===== src/hdl/sact_pkg.sv =====
// ----------------------------------------------------------------------------
// sact_pkg
// shared types, constants and helpers of the cache tag store
// ----------------------------------------------------------------------------
`default_nettype none

package sact_pkg;

    localparam int SET_COUNT = 256;
    localparam int MAX_ASSOC = 16;
    localparam int ADDR_BITS = 32;

    localparam int SET_W  = (SET_COUNT > 1) ? $clog2(SET_COUNT) : 1;
    localparam int WAY_W  = (MAX_ASSOC > 1) ? $clog2(MAX_ASSOC) : 1;
    localparam int LINE_W = SET_W + WAY_W;
    localparam int LINES  = SET_COUNT * MAX_ASSOC;

    localparam logic [15:0] LFSR_SEED = 16'hACE1;

    localparam logic [1:0] CFG_POLICY = 2'd0;
    localparam logic [1:0] CFG_WAYS   = 2'd1;
    localparam logic [1:0] CFG_SIB    = 2'd2;

    localparam logic KIND_LOOKUP  = 1'b0;
    localparam logic KIND_INSTALL = 1'b1;

    typedef struct packed {
        logic        kind;
        logic [31:0] line_address;
        logic        set_dirty;
        logic [31:0] time_stamp;
    } word_in_t;

    typedef struct packed {
        logic        hit;
        logic        evicted;
        logic [31:0] evicted_tag;
        logic        evicted_dirty;
        logic [31:0] read_access_count;
        logic [31:0] write_access_count;
        logic [31:0] read_miss_count;
        logic [31:0] write_miss_count;
        logic [31:0] dirty_evict_count;
    } word_out_t;

    typedef enum logic [2:0] {
        ST_IDLE,
        ST_CLEAR,
        ST_READ,
        ST_SCAN,
        ST_RAND,
        ST_RPICK,
        ST_FINISH
    } state_t;

    // controller -> datapath
    typedef struct packed {
        logic clear_step;
        logic load;
        logic read_way;
        logic scan_way;
        logic rand_pick;
        logic rand_rem;
        logic finish;
    } dp_cmd_t;

    // datapath -> controller
    typedef struct packed {
        logic clear_done;
        logic last_way;
        logic need_rand;
    } dp_stat_t;

    function automatic logic [15:0] lfsr_next(input logic [15:0] s);
        logic b;
        b = s[0] ^ s[2] ^ s[3] ^ s[5];
        return {b, s[15:1]};
    endfunction

endpackage

`default_nettype wire


===== src/hdl/sact_ctrl.sv =====
// ----------------------------------------------------------------------------
// sact_ctrl
// sequencer: clearing pass, way scan, random pick, finish
// ----------------------------------------------------------------------------
`default_nettype none

module sact_ctrl (
    input  wire logic               clk,
    input  wire logic               rst_n,
    input  wire logic               start,
    input  wire sact_pkg::dp_stat_t stat,
    output sact_pkg::dp_cmd_t       cmd,
    output logic                    busy
);
    import sact_pkg::*;

    state_t state_reg, state_next;

    always_ff @(posedge clk or negedge rst_n)
    begin
        if (!rst_n)
            state_reg <= ST_CLEAR;
        else
            state_reg <= state_next;
    end

    always_comb
    begin
        state_next = state_reg;
        unique case (state_reg)
            ST_IDLE:   if (start) state_next = ST_READ;
            ST_CLEAR:  if (stat.clear_done) state_next = ST_IDLE;
            ST_READ:   state_next = ST_SCAN;
            ST_SCAN:
            begin
                if (stat.last_way)
                    state_next = stat.need_rand ? ST_RAND : ST_FINISH;
            end
            ST_RAND:   state_next = ST_RPICK;
            ST_RPICK:  state_next = ST_FINISH;
            ST_FINISH: state_next = ST_IDLE;
            default:   state_next = ST_IDLE;
        endcase
    end

    always_comb
    begin
        cmd  = '0;
        busy = 1'b1;
        unique case (state_reg)
            ST_IDLE:
            begin
                busy     = 1'b0;
                cmd.load = start;
            end
            ST_CLEAR:  cmd.clear_step = 1'b1;
            ST_READ:   cmd.read_way = 1'b1;
            ST_SCAN:
            begin
                cmd.scan_way = 1'b1;
                cmd.read_way = !stat.last_way;
            end
            ST_RAND:   cmd.rand_pick = 1'b1;
            ST_RPICK:  cmd.rand_rem = 1'b1;
            ST_FINISH: cmd.finish = 1'b1;
            default:   busy = 1'b1;
        endcase
    end

endmodule

`default_nettype wire


===== config.mk =====
export PLATFORM = sky130hd
export DESIGN_NAME = sact_ctrl
export DESIGN_NICKNAME = d
export VERILOG_FILES = /design/src/hdl/sact_pkg.sv /design/src/hdl/sact_ctrl.sv
export SDC_FILE = /design/constraint.sdc
export NUM_CORES = 1
export LEC_CHECK = 0
export ABC_CLOCK_PERIOD_IN_PS = 1900
export BUFFER_PORTS_ARGS = -buffer_cell sky130_fd_sc_hd__buf_2
export CAP_MARGIN = 10
export CORE_AREA = 2 2 39 41
export DETAILED_ROUTE_END_ITERATION = 10
export DIE_AREA = 0 0 41 43
export SLEW_MARGIN = 30
export SYNTH_ARGS = -nofsm -noshare
export SYNTH_HDL_FRONTEND = slang
export SYNTH_SLANG_ARGS = --single-unit

===== constraint.sdc =====
create_clock -name clk -period 1.9 [get_ports clk]
set_clock_uncertainty 0.15 [all_clocks]
set_input_delay 0.19 -clock clk [delete_from_list [all_inputs] [get_ports clk]]
set_output_delay 0.19 -clock clk [all_outputs]
set_load 0.01 [all_outputs]

# Word-level counts from Yosys, hierarchy flattened
# Cells that the tools add are included.
# classes
n_eq_ne,9
n_reduce_logical,3
n_mux,13
# ops
op,count
3-bit case mux with 6 select lines,1
"3-bit equality test, second input constant",3
3-bit 2-to-1 mux,3
1-bit 2-to-1 mux,7
"3-bit by 2-bit equality test with 1-bit output, second input constant",2
"2-bit != test, second input constant",3
"3-bit by 1-bit equality test with 1-bit output, second input constant",1
3-bit logical NOT,1
3-bit AND reduction,1
2-bit 2-to-1 mux,1
1-bit case mux with 2 select lines,1
1-bit logical NOT,1
# word_totals
input_bits,6
word_cells,26
output_inout_bits,8
ff_bits,3

# Longest topological paths before layout
# depth
word_depth,3
depth_mapped,3
depth_no_buf,2

# Least setup slack after synthesis
# No wires, ideal clock.
# synth_timing
path_kind,register to output
from,register state_reg[0]
to,output port cmd[5] in the netlist's numbering
n_path_buf,1
path_slack_ns,0.542
path_stages_with_launch,4
t_arrival_ns,1.018
t_required_ns,1.560
path_cell_list,dfstp_2 -> buf_2 -> or3_4 -> nor2_2
# synth_lines
element,line_no,rtl
start: declaration,sact_ctrl.sv:17,"state_t state_reg, state_next;"
start signal: assignment,sact_ctrl.sv:24,state_reg <= state_next;
end: declaration,sact_ctrl.sv:12,"output sact_pkg::dp_cmd_t cmd,"

==> results.txt <==
status: finished, final reports clean
iteration-0 DRC count of the detailed router: 10
RSZ-0062 raised after global routing: no
post-cts sizing count: 0
root buffer cell: clkbuf_4
fin crit share: 87.17%
Synth-to-Final Area Change: 52.54%
largest net degree at the start of global routing: 12
clk sink count: 3
I/O pins: 14
Syn Area/Cell: 9.629 um^2
Initial Utilization: 16.00%
routed vias: 220
Peak Freq: 603.8 MHz
die height: 43 um
CTS Buf Count: 3
initial antenna violation count: 0
ant diodes: 0
final hold vios: 0
num rows: 14
nets@finish: 47
wire per inst: 9.196 um
P_leak: 0.1739 nW
Die Wd: 41 um
share of layout cells above drive strength 1: 55.00%
Final Critical Period: 1656 ps
# fillers: 151
Required @ worst endpoint: 1560 ps
total power: 0.0005181 W
routed wire length: 515 um
global-route wire length before repair: 765 um
Crit Path Max Fanout: 9
Worst-Margin Slew: 281.0 ps
maximum vdd drop: 468.5 uV
Fin Setup TNS: 0 ps
Die Area: 1763 um^2
Rel. slew slack: 81.27%
DRC viols: 0
vias in the first global route: 193
count of state elements after synthesis: 3
length of the first detailed-routing pass in iterations: 2
total of max-cap violations: 0
Mapped Nets: 29
global-route usage over all layers: 6.848%
GRT overflow: 0
Setup CP Type: flop to primary output
clk slew on worst S/H paths: 40 ps
Antenna Nets Post-Route: 0
buffer count from post-CTS setup fixing: 0
Final setup viols: 0
htree depth: 1
clock buffer depth: 2
critical path data arrival time: 1320 ps
TritonCTS clock tree: yes
Via-to-Cell Ratio: 3.929
max reg flops: 3
Post-Syn Instances: 23
Synth Cell Area: 221.5 um^2
WHS: 118.2 ps
max-slew violations: 0
worst hold-check path type: primary input to flop
pwr dens: 1534 nW/um^2
core area: 1384 um^2
Final GP Congestion: 0.7010
YS warnings: 0
crit start category: flop
Worst-Skew Late Latency: 230 ps
PortBufs: 13
kind of end point of the critical path: primary output
count of different cell masters after synthesis: 19
register area share after synthesis: 34.46%
[cell usage after synthesis, drive strengths merged]
cell	n	area share, %
and2	1	2.8
dfstp	1	12
nor2b	1	4.0
inv	1	1.7
o21ai	1	2.3
a211o	2	7.9
buf	1	2.3
nand3	1	2.3
nor2	1	2.8
or3	1	5.1
a21oi	1	2.3
nand2	1	1.7
and3b	2	8.5
nor3b	3	12
dfrtp	2	23
nor4b	1	4.0
nand2b	2	5.6
[cells by family after synthesis]
| group | Yosys count | share of synthesized area, % |
|---|---|---|
| buffers and inverters | 2 | 3.951 |
| and+or+nand+nor | 14 | 49.15 |
| DFF | 3 | 34.47 |
| AOI/OAI and AO/OA | 4 | 12.43 |
[final timing paths]
kind | start | endpoint | slack [ps] | cells after the start
max | state_reg[1] | cmd[5] | 240 | 3
min | stat[1] | state_reg[2] | 120 | 3
max reg2reg | state_reg[0] | state_reg[1] | 610 | 2
min reg2reg | state_reg[0] | state_reg[2] | 470 | 2
max in group asynchronous | rst_n | state_reg[0] | 1280 | 2
min in group asynchronous | rst_n | state_reg[2] | 130 | 2
[report_power, final]
| group | total (W) | switching (W) | internal (W) |
|---|---|---|---|
| Clock | 0.000112 | 0.0000334 | 0.0000787 |
| Combinational | 0.000235 | 0.000102 | 0.000133 |
| Sequential | 0.000171 | 0.0000685 | 0.000102 |
| Total | 0.000518 | 0.000204 | 0.000314 |
[layout make-up]
type | instances | area, um^2 | share of cell area [%]
clock buffers | 4 | 26.28 | 7.778
repair buffers | 14 | 75.07 | 22.22
multi-input cells | 18 | 136.4 | 40.37
inverters | 1 | 3.754 | 1.111
well taps | 16 | 20.02 | 5.926
flip-flops and latches | 3 | 76.32 | 22.59
[what timing repair did]
| action | in CTS | in global routing |
|---|---|---|
| hold buffers | 1 | 0 |
| setup endpoints to repair | 0 | 0 |
| endpoints found under the hold margin | 3 | 0 |
[metrics by stage]
stage | cell area, um^2 | setup WS [ps] | std cells | utilization (%)
floorplan | 221.5 | 542.4 | 23 | -
global placement | 301.5 | 499.2 | 51 | 21.79
detailed placement | 301.5 | 480.8 | 51 | 21.79
CTS | 337.8 | 227.7 | 56 | 24.41
global route | 337.8 | 158.0 | 56 | 24.41
finish | 337.8 | 243.7 | 56 | 24.41
[per-layer routing]
| metal | part of all wire (%) | track usage, % |
|---|---|---|
| met3 | 8.5 | 4.712 |
| met2 | 44 | 8.438 |
| met5 | 0 | 0 |
| met1 | 47 | 7.468 |
| met4 | 0 | 6.000 |
[layout by cell type, fill, tap and decap left out, drive strengths merged]
master | synthesis | routed
and2 | 1 | 1
a21oi | 1 | 1
a211o | 2 | 2
and3b | 2 | 2
nand2 | 1 | 1
nor2 | 1 | 1
nand2b | 2 | 2
nand3 | 1 | 1
or3 | 1 | 1
dlygate4sd3 | 0 | 1
nor2b | 1 | 1
dfrtp | 2 | 2
nor4b | 1 | 1
inv | 1 | 1
clkbuf | 0 | 4
o21ai | 1 | 1
nor3b | 3 | 3
buf | 1 | 13
dfstp | 1 | 1
[worst max-delay path, stage by stage, from the launching register on]
cell and delay, ps:
dfrtp_1 460, or3_4 420, nor2_2 80, buf_2 130
(Power assumes the default switching activity.)
